`src/rtl/edad_pkg.sv`:
```
package edad_pkg;

  localparam int unsigned PosWidth   = 14;
  localparam int unsigned CountWidth = 12;
  localparam logic [PosWidth-1:0] PosMax = '1;
  localparam logic [3:0] CheckTarget = 4'hF;
  localparam logic [7:0] SeedReset   = 8'hA9;

  typedef enum logic [2:0] {
    StOk      = 3'd0,
    StPadding = 3'd1,
    StSize    = 3'd2,
    StNibble  = 3'd3,
    StLength  = 3'd4,
    StParity  = 3'd5
  } edad_status_e;

  typedef struct packed {
    logic [7:0] area_byte;
    logic       is_last;
  } edad_item_t;

  typedef struct packed {
    logic [7:0]   payload_byte;
    logic         payload_valid;
    logic         area_done;
    edad_status_e status;
  } edad_result_t;

endpackage

```
`src/rtl/edad_in_reg.sv`:
```
module edad_in_reg (
  input  logic               clk_i,
  input  logic               rst_ni,
  input  logic               in_valid_i,
  output logic               in_ready_o,
  input  edad_pkg::edad_item_t item_i,
  input  logic               advance_i,
  output logic               valid_o,
  output edad_pkg::edad_item_t item_o
);
  import edad_pkg::*;

  logic       valid_q, valid_d;
  edad_item_t item_q;
  logic       load;

  assign in_ready_o = !valid_q || advance_i;
  assign load       = in_valid_i && in_ready_o;

  always_comb begin
    valid_d = valid_q;
    if (load) begin
      valid_d = 1'b1;
    end else if (advance_i) begin
      valid_d = 1'b0;
    end
  end

  always_ff @(posedge clk_i or negedge rst_ni) begin
    if (!rst_ni) begin
      valid_q <= 1'b0;
    end else begin
      valid_q <= valid_d;
    end
  end

  always_ff @(posedge clk_i) begin
    if (load) begin
      item_q <= item_i;
    end
  end

  assign valid_o = valid_q;
  assign item_o  = item_q;

endmodule

```
`src/rtl/edad_core.sv`:
```
module edad_core #(
  parameter int unsigned MAX_AREA_WORDS = 4096
) (
  input  logic                   clk_i,
  input  logic                   rst_ni,
  input  logic                   seed_we_i,
  input  logic [7:0]             seed_i,
  input  logic                   advance_i,
  input  edad_pkg::edad_item_t   item_i,
  output edad_pkg::edad_result_t result_o
);
  import edad_pkg::*;

  localparam logic [CountWidth:0] MaxWords = (CountWidth + 1)'(MAX_AREA_WORDS);

  logic [7:0]            seed_q;
  logic [PosWidth-1:0]   pos_q, pos_d;
  logic [7:0]            hdr_hi_q, hdr_hi_d;
  logic [CountWidth-1:0] wcf_q, wcf_d;
  logic [7:0]            acc_q, acc_d;
  logic                  good_q, good_d;
  logic                  pad_q, pad_d;

  logic                  is_p0, is_p1;
  logic [3:0]            chk;
  logic [CountWidth-1:0] wcf_new, wcf_eff;
  logic                  good_new, good_eff, pad_new, pad_eff;
  logic [7:0]            acc_eff;
  logic [CountWidth:0]   words;
  logic [CountWidth+1:0] total;
  logic [PosWidth:0]     n;
  logic                  size_bad, length_bad;
  logic [7:0]            b;

  assign b       = item_i.area_byte;
  assign is_p0   = (pos_q == '0);
  assign is_p1   = (pos_q == PosWidth'(1));
  assign chk     = hdr_hi_q[7:4] ^ hdr_hi_q[3:0] ^ b[7:4] ^ b[3:0];
  assign wcf_new = {hdr_hi_q[3:0], b};
  assign good_new = (chk == CheckTarget);
  assign pad_new  = (hdr_hi_q == 8'd0) && (b == 8'd0);

  // The second header byte settles the header fields in the same cycle.
  assign wcf_eff  = is_p1 ? wcf_new  : wcf_q;
  assign good_eff = is_p1 ? good_new : good_q;
  assign pad_eff  = is_p1 ? pad_new  : pad_q;
  assign acc_eff  = is_p1 ? seed_q   : acc_q;

  assign words = {1'b0, wcf_eff} + (CountWidth + 1)'(1);
  assign total = {words, 1'b0};
  assign n     = {1'b0, pos_q} + (PosWidth + 1)'(1);

  assign size_bad   = (pos_q == PosMax) || !pos_q[0];
  assign length_bad = (total != (CountWidth + 2)'(n)) || (n > (PosWidth + 1)'(total))
                   || (wcf_eff == '0) || (words > MaxWords);

  always_comb begin
    result_o = '0;
    result_o.status = StOk;
    if (!is_p0 && !is_p1 && !item_i.is_last) begin
      result_o.payload_valid = 1'b1;
      result_o.payload_byte  = b;
    end
    if (item_i.is_last) begin
      result_o.area_done = 1'b1;
      if (size_bad) begin
        result_o.status = StSize;
      end else if (pad_eff) begin
        result_o.status = StPadding;
      end else if (!good_eff) begin
        result_o.status = StNibble;
      end else if (length_bad) begin
        result_o.status = StLength;
      end else if (acc_eff != b) begin
        result_o.status = StParity;
      end else begin
        result_o.status = StOk;
      end
    end
  end

  always_comb begin
    pos_d    = pos_q;
    hdr_hi_d = hdr_hi_q;
    wcf_d    = wcf_q;
    acc_d    = acc_q;
    good_d   = good_q;
    pad_d    = pad_q;
    if (advance_i) begin
      if (item_i.is_last) begin
        pos_d    = '0;
        hdr_hi_d = '0;
        wcf_d    = '0;
        acc_d    = seed_q;
        good_d   = 1'b0;
        pad_d    = 1'b0;
      end else begin
        if (is_p0) begin
          hdr_hi_d = b;
        end else if (is_p1) begin
          wcf_d  = wcf_new;
          good_d = good_new;
          pad_d  = pad_new;
          acc_d  = seed_q;
        end else begin
          acc_d = acc_q ^ b;
        end
        if (pos_q != PosMax) begin
          pos_d = pos_q + PosWidth'(1);
        end
      end
    end
  end

  always_ff @(posedge clk_i or negedge rst_ni) begin
    if (!rst_ni) begin
      seed_q   <= SeedReset;
      pos_q    <= '0;
      hdr_hi_q <= '0;
      wcf_q    <= '0;
      acc_q    <= SeedReset;
      good_q   <= 1'b0;
      pad_q    <= 1'b0;
    end else begin
      if (seed_we_i) begin
        seed_q <= seed_i;
      end
      pos_q    <= pos_d;
      hdr_hi_q <= hdr_hi_d;
      wcf_q    <= wcf_d;
      acc_q    <= acc_d;
      good_q   <= good_d;
      pad_q    <= pad_d;
    end
  end

endmodule

```
`src/rtl/extra_data_area_deframer.sv`:
```
// A transaction accepted into the input register is offered on the outputs once it has passed into the result register.
// Throughput: one byte per cycle; an output stall holds the result register and then the input register.
// The input register takes a new byte while a finished result waits to be taken.
// Reset clears all area state, loads the parity seed with 0xA9, and empties both
// registers; no clearing pass is needed after reset.
module extra_data_area_deframer #(
  parameter int unsigned MAX_AREA_WORDS = 4096
) (
  input  logic       clk_i,
  input  logic       rst_ni,
  input  logic       parity_seed_we_i,
  input  logic [7:0] parity_seed_i,
  input  logic       in_valid_i,
  output logic       in_ready_o,
  input  logic [7:0] area_byte_i,
  input  logic       is_last_i,
  output logic       out_valid_o,
  input  logic       out_ready_i,
  output logic [7:0] payload_byte_o,
  output logic       payload_valid_o,
  output logic       area_done_o,
  output logic [2:0] status_o
);
  import edad_pkg::*;

  edad_item_t   item_in, item_s1;
  edad_result_t result, result_q;
  logic         s1_valid, advance;
  logic         out_valid_q, out_valid_d;

  assign item_in.area_byte = area_byte_i;
  assign item_in.is_last   = is_last_i;

  assign advance = s1_valid && (!out_valid_q || out_ready_i);

  edad_in_reg u_in_reg (
    .clk_i      (clk_i),
    .rst_ni     (rst_ni),
    .in_valid_i (in_valid_i),
    .in_ready_o (in_ready_o),
    .item_i     (item_in),
    .advance_i  (advance),
    .valid_o    (s1_valid),
    .item_o     (item_s1)
  );

  edad_core #(
    .MAX_AREA_WORDS (MAX_AREA_WORDS)
  ) u_core (
    .clk_i     (clk_i),
    .rst_ni    (rst_ni),
    .seed_we_i (parity_seed_we_i),
    .seed_i    (parity_seed_i),
    .advance_i (advance),
    .item_i    (item_s1),
    .result_o  (result)
  );

  always_comb begin
    out_valid_d = out_valid_q;
    if (advance) begin
      out_valid_d = 1'b1;
    end else if (out_ready_i) begin
      out_valid_d = 1'b0;
    end
  end

  always_ff @(posedge clk_i or negedge rst_ni) begin
    if (!rst_ni) begin
      out_valid_q <= 1'b0;
    end else begin
      out_valid_q <= out_valid_d;
    end
  end

  always_ff @(posedge clk_i) begin
    if (advance) begin
      result_q <= result;
    end
  end

  assign out_valid_o     = out_valid_q;
  assign payload_byte_o  = result_q.payload_byte;
  assign payload_valid_o = result_q.payload_valid;
  assign area_done_o     = result_q.area_done;
  assign status_o        = result_q.status;

  a_done_no_payload : assert property (@(posedge clk_i) disable iff (!rst_ni)
    out_valid_o && area_done_o |-> !payload_valid_o)
    else $error("Final byte of an area was marked as payload.");

  a_status_only_when_done : assert property (@(posedge clk_i) disable iff (!rst_ni)
    out_valid_o && !area_done_o |-> status_o == StOk)
    else $error("Status reported on a transaction that does not end an area.");

  a_stall_holds_stage : assert property (@(posedge clk_i) disable iff (!rst_ni)
    !in_ready_o |-> s1_valid && out_valid_q && !out_ready_i)
    else $error("Input stalled without a full pipeline.");

endmodule

```
`config.mk`:
```
export PLATFORM = sky130hd
export DESIGN_NAME = extra_data_area_deframer
export DESIGN_NICKNAME = d
export VERILOG_FILES = /design/src/rtl/edad_pkg.sv /design/src/rtl/edad_in_reg.sv /design/src/rtl/edad_core.sv /design/src/rtl/extra_data_area_deframer.sv
export SDC_FILE = /design/constraint.sdc
export NUM_CORES = 1
export LEC_CHECK = 0
export BUFFER_PORTS_ARGS = -buffer_cell sky130_fd_sc_hd__buf_2
export CAP_MARGIN = 20
export CORE_MARGIN = 2
export CORE_UTILIZATION = 31
export CTS_CLUSTER_DIAMETER = 80
export DETAILED_ROUTE_END_ITERATION = 10
export GPL_ROUTABILITY_DRIVEN = 0
export GPL_TIMING_DRIVEN = 1
export PLACE_DENSITY = 0.52
export RECOVER_POWER = 50
export SLEW_MARGIN = 20
export SYNTH_ARGS = -nofsm -noshare
export SYNTH_HDL_FRONTEND = slang
export SYNTH_HIERARCHICAL = 1
export SYNTH_SLANG_ARGS = --single-unit
```
`constraint.sdc`:
```
create_clock -name clk_i -period 5 [get_ports clk_i]
set_input_delay 0.25 -clock clk_i [delete_from_list [all_inputs] [get_ports clk_i]]
set_output_delay 0.25 -clock clk_i [all_outputs]
set_load 0.01 [all_outputs]
```
Yosys cells after proc, flatten, opt, wreduce, memory -nomap -nowiden
Cells that the tools add are included.

Register bits after elaboration: 76. Word-level logic and storage cells: 93. Input port bits: 22. Output and inout port bits: 15.

Add/sub/neg operators: 3. Reductions and logical operators: 30. Multiplexer cells: 28. Equality and inequality tests: 7. Bitwise operators: 6. Order comparisons: 2.

Operators by type and width (number): 8-bit two-way mux (6); 12-bit two-way mux (3); 14-bit two-way mux (2); 8-bit logical NOT (2); 14-bit by 1-bit adder with 15-bit output (second input constant) (1); 15-bit by 14-bit > comparator with 1-bit output (1); 3-bit two-way mux (5); 14-bit by 1-bit adder with 14-bit output (second input constant) (1); 14-bit by 1-bit equality test with 1-bit output (second input constant) (1); 14-bit equality test (second input constant) (1); 14-bit logical NOT (1); 14-bit != test (1); 14-bit != test (second input constant) (1); 12-bit by 1-bit adder with 13-bit output (second input constant) (1); 13-bit > comparator (second input constant) (1); 12-bit logical NOT (1); 4-bit bitwise XOR (3); 1-bit two-way mux (11); 8-bit != test (1); 2-bit nonzero test (4); 8-bit bitwise XOR (1); 1-bit logical NOT (6); 1-bit logical OR (6); 2-bit AND reduction (3); 7 further kinds (12).

Longest topological paths before layout
Gate-level depths: netlist (run 1).

Depth after elaboration: 12. Depth in mapped cells: 19.

Modules after synthesis
Netlist (run 1), hierarchy kept.

By module, submodules not included: edad_core (area each 4070.2 um2, cells each 501, instances 1); extra_data_area_deframer (area each 434.2 um2, cells each 17, instances 1); edad_in_reg (area each 324.1 um2, cells each 13, instances 1).

Worst setup path after synthesis (run 1)
OpenSTA, ideal clock, no wires.

Path type: register to register. From: register u_core.pos_q[0]. To: register result_q (netlist bit status_o[0]) (data pin). Stages on the path, launching flop included: 19. Data arrival time: 3.620 ns. Slack: 1.233 ns. Clock period less this slack: 3.767 ns. Cell sequence: dfrtp_1 > ha_1 > nor3b_1 > and4_1 > buf_2 > buf_6 > nand2_1 > o21ai_0 > ha_1 > nand2_1 > nor2_1 > nand4_1 > xnor2_1 > o21ai_0 > ha_1 > nand4_1 > or4_1 > nor4_1 > o2bb2ai_1.

Cells in the longest elaborated chain, start to end: 10. Elaborated cells between the ends (all ways): 23. Those cells by class: 2 x add/sub; 2 x order compare; 4 x eq/ne; 8 x mux; 7 x reduce/logical.

Ends and longest elaborated chain: start, declared (RTL line edad_core.sv:17) `logic [PosWidth-1:0] pos_q, pos_d;`; start signal, assigned (RTL line edad_core.sv:128) `pos_q <= pos_d;`; 14-bit by 1-bit equality test with 1-bit output (RTL line edad_core.sv:37) `assign is_p1 = (pos_q == PosWidth'(1));`; 12-bit two-way mux (RTL line edad_core.sv:44) `assign wcf_eff = is_p1 ? wcf_new : wcf_q;`; 12-bit by 1-bit adder with 13-bit output (RTL line edad_core.sv:49) `assign words = {1'b0, wcf_eff} + (CountWidth + 1)'(1);`; 15-bit by 14-bit > comparator with 1-bit output or 14-bit != test (tied branches) (RTL line edad_core.sv:54) `assign length_bad = (total != (CountWidth + 2)'(n)) || (n > (PosWidth + 1)'(total))`; 1-bit logical OR (RTL line edad_core.sv:54); 1-bit logical OR (2 in a row) (RTL line edad_core.sv:55) `|| (wcf_eff == '0) || (words > MaxWords);`; 3-bit two-way mux (RTL line edad_core.sv:72) `end else if (length_bad) begin`; 3-bit two-way mux (RTL line edad_core.sv:70) `end else if (!good_eff) begin`; 3-bit two-way mux (RTL line edad_core.sv:68) `end else if (pad_eff) begin`; end signal, assigned (RTL line extra_data_area_deframer.sv:78) `result_q <= result;`; end, declared (RTL line extra_data_area_deframer.sv:27) `edad_result_t result, result_q;`.

Several ways; a longest one is shown, not always the timed one. A chain may end at the register's enable or synchronous reset.

Worst setup path after layout (run 1)
Same ends and word-level chain as after synthesis.

==> impl_metrics.ini, run 1 <==
[power]
p_per_area_nw_per_um2 = 480
leakagePower_nw = 2.17
clockPowerShare_pct = 25.9
pwr-share-seq_pct = 38.5
switchingPower_w = 0.00101
swShare_pct = 38.7
vdd_drop_max_v = 0.000182
p_int_w = 0.00160
share_comb_of_total_power_pct = 35.6

[hold_path]
hold-path-endpoint = u_in_reg/item_o[8]
hold_path_class = input pin to register
worstHoldStart = area_byte_i[7]
min_path_cells = 1

[setup_path]
slowest_stage = or4_1
cp_common_cell = ha_1
end_kind = register
arrival_ps = 4480
r2r-start = u_core/pos_q[0]
r2r_slack_ps = 720
ff2ff_path_depth = 16
start_kind = register
crit_required_ps = 5200
cp_slowest_stage_delay_ps = 530
reg2reg_to = status_o[0]
path_max_fanout = 14
crit_chain = ha_1 > nor3b_1 > and4_1 > buf_4 > nand2_1 > o21ai_0 > ha_1 > and4_1 > nand2_1 > nor4_1 > a41oi_1 > ha_1 > nand4_1 > or4_1 > nor4_1 > o2bb2ai_1
critical_path_class = register to register

[yosys]
yosys_warnings = 6
synth_flop_cell = dfrtp_1
synth_nets = 569
synth.distinct_cells = 52
async_flop_share_pct = 71.1
netlist_instances = 531
synth_area_um2 = 4830
yosys_register_bits = 76
ys_seq_area_share_pct = 41.9
synth_edf_count = 22
postSynthAreaPerCell_um2 = 9.09

[floorplanning]
coreArea_um2 = 15200
rows = 45
die_w_um = 129
start_util_pct = 31.8
dieArea_um2 = 16600
io_pins = 37
die_y_um = 129

[global_routing]
overflow = 0
grt_pass1_vias = 3948
grt_max_degree = 55
grt_antenna_before_repair = 0
grt_pass1_wl_mm = 21.7
grtUsageTotal_pct = 16.9

[sta]
rsz0062_at_grt = false
fin_setup_tns_ps = 0
drv_slew = 91
slew_headroom_pct = -104
tightest_slew_ps = 3060
clock-skew-final_ps = 5.93
hold_violations = 0
finalCritPeriodShare_pct = 85.7
fmax_ghz = 0.233
holdWs_ps = 75.8
finalSetupViolCount = 0
layout_min_cycle_time_ps = 4280

[clock_tree]
cts_max_level = 3
max-clock-path-buffers = 2
postCtsSetupRepairBufs = 0
cts_inserted_buffers = 9
cts.clk_slew.worst_paths_ps = 60
cts_tree = yes
cts_resized = 0
insertion_delay_ps = 350
holdBufCountCts = 0
clock-sinks = 76
root_buffer = clkbuf_16

[outcome]
violations = capacitance limit, slew limit
run_status = finished with violations

[placed_design]
dp_hpwl_mm = 9.42
placedCellCount = 728
port_buffers = 36

[finish]
drive_above_1_share_pct = 11.9
antenna_cells = 0
fin_util_pct = 35.8
area_growth_pct = 12.8
nets = 589
instances_no_fill = 744
fillers = 1563

[job]
cap_viol_max_count = 2

[detailed_routing]
dr.pass1.iters = 6
vias_per_cell = 5.55
drtIter0Drc = 450
drt-total-wl_mm = 13.7
drcViolationCount = 0
wire_per_inst_um = 18.4
antenna_left = 0
vias = 4130
## registers in the layout, indices dropped and copies added, names as in the netlist
name              flops
u_core/pos_q         14
u_core/wcf_q         12
u_in_reg/item_o       9
payload_byte_o        8
u_core/acc_q          8
u_core/hdr_hi_q       8
u_core/seed_q         8
status_o              3
area_done_o           1
out_valid_o           1
payload_valid_o       1
u_core/good_q         1
u_core/pad_q          1
u_in_reg/valid_o      1
## per-stage QoR
step	setup slack [ps]	cell area, µm²	total power [W]
floorplan	1230	4830	0.00166
global placement	986	5160	0.00192
detailed placement	797	5160	0.00193
finish	716	5450	0.00262
global route	355	5450	0.00279
CTS	748	5470	0.00262
## layout make-up
type / instances / area (µm²) / share of cell area, %
Multi-Input combinational cell: 386 / 2530 / 46.5
Clock buffer: 10 / 239 / 4.39
Sequential cell: 76 / 2020 / 37.1
Tap cell: 188 / 235 / 4.32
Timing Repair Buffer: 44 / 220 / 4.04
Clock inverter: 6 / 71.3 / 1.31
Inverter: 34 / 128 / 2.34
## power groups by stage
stage	Sequential (W)	Clock (W)	Combinational, W
after floorplan	0.000936	0	0.000728
after global placement	0.00101	0	0.000912
after detailed placement	0.00101	0	0.000922
after CTS	0.000999	0.000689	0.000931
after global routing	0.00103	0.000714	0.00104
final	0.00101	0.000678	0.000931
## worst max path at each step
| stage | startpoint | end | slack, ps | cells past startpoint |
|---|---|---|---|---|
| 4_1_cts | u_core/pos_q[1] | status_o[0] | 750 | 17 |
| 3_3_place_gp | u_core/pos_q[0] | status_o[0] | 990 | 16 |
| 6_report | u_core/pos_q[0] | status_o[0] | 720 | 16 |
| 3_5_place_dp | u_core/pos_q[0] | status_o[0] | 800 | 16 |
| 5_1_grt | u_core/pos_q[0] | status_o[0] | 360 | 17 |
| 2_1_floorplan | u_core/pos_q[0] | status_o[0] | 1230 | 18 |
## cells in the final DEF, fill, tap and decap left out, drive strengths merged, types with 4 or more instances in the layout
cell type,instances
nand2,57
dfrtp,46
xnor2,36
o22ai,36
inv,35
buf,32
o21ai,31
nor2,29
edfxtp,22
clkbuf,22
a22oi,18
nand3,17
ha,16
nand4,16
xor2,13
nand2b,12
and3,11
a21oi,11
nor4,11
mux2i,10
nor3,8
a31oi,8
dfstp,8
and4,5
nor2b,5
mux2,5
and2,5
or4,4
## Yosys cell counts (all sizes together) (12+ instances only)
cell     n  area, µm²
o21ai   31        155
nand4   16        106
nand3   17       85.1
xnor2   36        315
nor2    29        109
nand2   57        214
edfxtp  22        661
a22oi   18        135
dfrtp   46       1150
inv     34        128
xor2    13        114
ha      16        200
nand2b  12       82.6
o22ai   36        225
clkbuf  27        101
## kinds of logic after synthesis
| family | synth area share (%) |
|---|---|
| AOI/OAI and AO/OA | 16.4 |
| xor gates and xnor gates | 8.89 |
| adders and majority gates | 4.15 |
| buffers and inverters | 5.70 |
| DFF | 41.9 |
| muxes | 3.24 |
| and+or+nand+nor | 19.8 |
## critical path, delay by kind of cell, from the launching register on
family	cells	cell delay, ps
fa+ha+maj	3	890
flops	1	500
buf+inv	1	250
simple gates	9	2060
compound gates	3	430
## per-layer routing
metal  vias to the layer above  wire [µm]  GRT usage [%]
met3                        24        933           3.08
met5                         -          0              0
met1                      2000       6410           24.1
li1                       1953          -              -
met4                         0        279           5.82
met2                       153       6070           25.6
No activity file was read; power rests on OpenSTA's default activity.
==> run 2: changes to the inputs <==
--- a/config.mk
+++ b/config.mk
@@ -14,7 +14,6 @@
 export GPL_ROUTABILITY_DRIVEN = 0
 export GPL_TIMING_DRIVEN = 1
 export PLACE_DENSITY = 0.52
-export RECOVER_POWER = 50
 export SLEW_MARGIN = 20
 export SYNTH_ARGS = -nofsm -noshare
 export SYNTH_HDL_FRONTEND = slang
==> run 2 against run 1 <==
Net effect: the flow now finishes without violations; fmax decreased by 0.54%; sequential power about the same; worst hold slack got worse by 41 ps; register-to-register slack got worse by 20 ps; routed wire length about the same; setup slack got worse by 23 ps; core utilization increased by 0.13 points; sequential share of layout area decreased by 0.14 points; total power about the same; combinational power about the same; count of clock-buffer cells in the layout unchanged; clock skew increased by 1.8 ps; critical endpoint unchanged.
==> impl_metrics.ini, run 2 (synthesis gave the netlist of run 1 again) <==
[sta]
rsz0062_at_grt = false
tightest_slew_ps = 1010
fin_setup_tns_ps = 0
finalCritPeriodShare_pct = 86.2
slew_headroom_pct = 32.0
hold_violations = 0
fmax_ghz = 0.232
drv_slew = 0
clock-skew-final_ps = 7.71
layout_min_cycle_time_ps = 4310
finalSetupViolCount = 0

[global_routing]
grt_pass1_vias = 3948
grt_antenna_before_repair = 0
grt_pass1_wl_mm = 21.7
grtUsageTotal_pct = 16.9
overflow = 0
grt_max_degree = 55

[setup_path]
crit_required_ps = 5200
arrival_ps = 4510
critical_path_class = register to register
path_max_fanout = 14
start_kind = register
end_kind = register
r2r_slack_ps = 690

[power]
p_per_area_nw_per_um2 = 479
swShare_pct = 38.6
clockPowerShare_pct = 25.9
switchingPower_w = 0.00101
vdd_drop_max_v = 0.000181
leakagePower_nw = 2.21
share_comb_of_total_power_pct = 35.7
p_int_w = 0.00161
pwr-share-seq_pct = 38.5

[finish]
final_cell_mix = nand2_1 (57), dfrtp_1 (46), buf_2 (36), xnor2_1 (36), o22ai_1 (36)
final_common_cell = nand2_1
fin_util_pct = 36.0
nets = 589
regMostFlops = u_core/pos_q
multi_input_area_um2 = 2530
register_area_um2 = 2020
instances_no_fill = 744
final_cell_area_um2 = 5470
drive_above_1_share_pct = 14.7
area_growth_pct = 13.2
antenna_cells = 0
fillers = 1557
largest_reg_flops = 14

[detailed_routing]
vias = 4146
wire_per_inst_um = 18.4
antenna_left = 0
dr.pass1.iters = 5
drtIter0Drc = 417
drt-total-wl_mm = 13.7
vias_per_cell = 5.57
drcViolationCount = 0

[clock_tree]
max-clock-path-buffers = 2
clock-sinks = 76
postCtsSetupRepairBufs = 0
cts_inserted_buffers = 9
cts_resized = 0
cts_max_level = 3
cts.clk_slew.worst_paths_ps = 60
cts_tree = yes
holdBufCountCts = 0
root_buffer = clkbuf_16
insertion_delay_ps = 350

[floorplanning]
io_pins = 37
start_util_pct = 31.8
coreArea_um2 = 15200
rows = 45
dieArea_um2 = 16600
die_y_um = 129
die_w_um = 129

[placed_design]
placedCellCount = 728
dpl_cell_area_um2 = 5160
port_buffers = 36
dp_hpwl_mm = 9.42

[outcome]
run_status = complete, no violations

[job]
cap_viol_max_count = 0

[hold_path]
hold_path_class = input pin to async pin
run 2: cell count changes in the layout (fill, tap and decap cells not counted), sizes merged:
cell | previous run | this run
clkbuf | 22 | 10
buf | 32 | 44
run 2: cell type report:
cell class / instances / share of cell area (%)
inverters: 34 / 2.33
clock buffers: 10 / 4.37
clock inverters: 6 / 1.30
multi-input cells: 386 / 46.3
repair buffers: 44 / 4.39
well taps: 188 / 4.30
flip-flops and latches: 76 / 37.0
run 2: worst max-delay path, stage by stage, from the launching register on:
cell,delay [ps]
dfrtp_1,500
ha_1,250
nor3b_1,320
and4_1,240
buf_4,250
nand2_1,70
o21ai_0,170
ha_1,310
and4_1,290
nand2_1,70
nor4_1,220
a41oi_1,130
ha_1,330
nand4_1,80
or4_1,530
nor4_1,250
o2bb2ai_1,140
run 2: power groups by stage:
stage          Combinational (W)  Clock (W)  Sequential [W]
6_report                0.000934   0.000677         0.00101
5_1_grt                  0.00105   0.000715         0.00103
4_1_cts                 0.000931   0.000689        0.000999
3_5_place_dp            0.000922          0         0.00101
3_3_place_gp            0.000912          0         0.00101
2_1_floorplan           0.000728          0        0.000936
run 2: through the flow:
step                setup slack, ps  hold slack, ps  total power [W]
floorplan                      1230           -45.6          0.00166
global route                    361            69.6          0.00279
finish                          692            35.1          0.00262
detailed placement              797             428          0.00193
CTS                             748            67.7          0.00262
global placement                986             428          0.00192
run 2: worst paths after layout:
check	from	endpoint	cells after the start
max	u_core/pos_q[0]	status_o[0]	16
min	rst_ni	u_core/pos_q[8]	2
max reg2reg	u_core/pos_q[0]	status_o[0]	16
min reg2reg	out_valid_o	out_valid_o	2
max in group asynchronous	rst_ni	u_core/wcf_q[4]	2
min in group clk_i	area_byte_i[7]	u_in_reg/item_o[8]	1
run 2: routing by layer:
metal / global-route usage (%) / vias up / share of wire [%]
li1: - / 1950 / -
met1: 24.1 / 2009 / 47
met2: 25.6 / 164 / 45
met3: 3.08 / 23 / 6.8
met4: 5.82 / 0 / 1.9
met5: 0 / - / 0
==> run 3: changes to the inputs <==
--- a/config.mk
+++ b/config.mk
@@ -14,6 +14,7 @@
 export GPL_ROUTABILITY_DRIVEN = 0
 export GPL_TIMING_DRIVEN = 1
 export PLACE_DENSITY = 0.52
+export REMOVE_ABC_BUFFERS = 1
 export SLEW_MARGIN = 20
 export SYNTH_ARGS = -nofsm -noshare
 export SYNTH_HDL_FRONTEND = slang
==> run 3 against run 2 <==
Net effect: first-iteration DRC count rose by 1.7%; worst hold slack improved by 18 ps; register-to-register slack better by 50 ps; setup slack better by 53 ps; clock skew fell by 1.6 ps; largest power group unchanged; design area is 0.21% lower; sequential cell count is the same; sequential share of layout area is 0.076 points higher; global-route usage is 0.18 points lower; via count is 2.1% lower; die area is the same; fmax up 1.2%.
==> impl_metrics.ini, run 3 (synthesis gave the netlist of run 1 again) <==
[sta]
layout_min_cycle_time_ps = 4250
finalCritPeriodShare_pct = 85.1
fin_ws_ps = 745
hold_violations = 0
drv_slew = 0
clock-skew-final_ps = 6.14
finalSetupViolCount = 0
tightest_slew_ps = 841
fmax_ghz = 0.235
holdWs_ps = 53.6
rsz0062_at_grt = false
fin_setup_tns_ps = 0
slew_headroom_pct = 43.8

[power]
vdd_drop_max_v = 0.000206
p_int_w = 0.00159
swShare_pct = 38.5
switchingPower_w = 0.00100
share_comb_of_total_power_pct = 35.9
leakagePower_nw = 2.21
pwr-share-seq_pct = 38.6
p_per_area_nw_per_um2 = 475
clockPowerShare_pct = 25.5

[setup_path]
arrival_ps = 4450
end_kind = register
path_max_fanout = 14
start_kind = register
r2r_slack_ps = 750
crit_required_ps = 5200
critical_path_class = register to register

[finish]
final_common_cell = nand2_1
fillers = 1557
register_area_um2 = 2020
fin_util_pct = 35.9
area_growth_pct = 13.0
regMostFlops = u_core/pos_q
final_cell_mix = nand2_1 (57), dfrtp_1 (46), buf_2 (36), xnor2_1 (36), o22ai_1 (36)
multi_input_area_um2 = 2530
largest_reg_flops = 14
nets = 589
drive_above_1_share_pct = 14.7
instances_no_fill = 744
antenna_cells = 0

[detailed_routing]
drt-total-wl_mm = 13.3
drcViolationCount = 0
antenna_left = 0
drtIter0Drc = 424
wire_per_inst_um = 17.8
vias_per_cell = 5.46
dr.pass1.iters = 7
vias = 4061

[clock_tree]
holdBufCountCts = 0
cts_inserted_buffers = 9
root_buffer = clkbuf_16
postCtsSetupRepairBufs = 0
cts_max_level = 3
max-clock-path-buffers = 2
clock-sinks = 76
cts.clk_slew.worst_paths_ps = 60
cts_resized = 0
cts_tree = yes
insertion_delay_ps = 340

[floorplanning]
rows = 45
die_y_um = 129
dieArea_um2 = 16600
io_pins = 37
start_util_pct = 31.8
die_w_um = 129
coreArea_um2 = 15200

[global_routing]
overflow = 0
grt_util_met2_pct = 25.4
grt_pass1_wl_mm = 21.5
gr-usage-met1_pct = 24.1
grtUsageTotal_pct = 16.7
busiest_layer = met2
grt_antenna_before_repair = 0
grt_use_met3_pct = 2.58
grt_pass1_vias = 3951
grt_max_degree = 55

[placed_design]
port_buffers = 36
pre_cts_slack_ps = 843
placedCellCount = 728
dp_hpwl_mm = 9.08

[job]
cap_viol_max_count = 0

[hold_path]
hold_path_class = input pin to async pin

[outcome]
run_status = complete, no violations
==> run 3: cell types whose count changed in the layout (fill, tap and decap cells not counted), sizes merged <==
cell	before	now
clkinv	2	3
clkbuf	10	9
clkinvlp	2	1
inv	35	36
==> run 3: worst paths after layout <==
check	cells after the start	to	startpoint
min	2	u_core/acc_q[1]	rst_ni
max	16	status_o[0]	u_core/pos_q[0]
max in group asynchronous	2	u_core/wcf_q[7]	rst_ni
min reg2reg	2	out_valid_o	out_valid_o
min in group clk_i	1	u_in_reg/item_o[7]	area_byte_i[6]
max reg2reg	16	status_o[0]	u_core/pos_q[0]
==> run 3: critical path, stage by stage, from the launching register on <==
cell and delay [ps]:
dfrtp_1 480, ha_1 240, nor3b_1 340, and4_1 250
buf_4 250, nand2_1 70, o21ai_0 160, ha_1 300
nand2_1 110, nor4_1 330, xnor2_1 170, mux2i_1 130
ha_1 300, nand4_1 80, or4_1 500, nor4_1 250
o2bb2ai_1 140
==> run 3: metrics by stage <==
step                instance area [µm²]  power, W
global route                       5460   0.00277
floorplan                          4680   0.00163
CTS                                5460   0.00260
global placement                   5160   0.00191
finish                             5460   0.00259
detailed placement                 5160   0.00193
==> run 3: area by class of cell <==
cell class	count	share of cell area, %
inverter	34	2.34
tap	188	4.31
sequential	76	37.1
timing repair buffer	44	4.40
multi-input combinational	386	46.4
clock inverter	7	1.35
clock buffer	9	4.13
==> run 3: power by group through the flow <==
| stage | logic, W | clock network [W] | registers, W |
|---|---|---|---|
| finish | 0.000931 | 0.000661 | 0.00100 |
| detailed placement | 0.000919 | 0 | 0.00101 |
| CTS | 0.000925 | 0.000679 | 0.000996 |
| floorplan | 0.000674 | 0 | 0.000959 |
| global route | 0.00104 | 0.000703 | 0.00102 |
| global placement | 0.000905 | 0 | 0.00101 |
==> run 3: layer usage <==
metal / up-vias / wire (µm)
met1: 1943 / 6320
met5: - / 0
met4: 0 / 182
li1: 1944 / -
met3: 16 / 783
met2: 158 / 5980
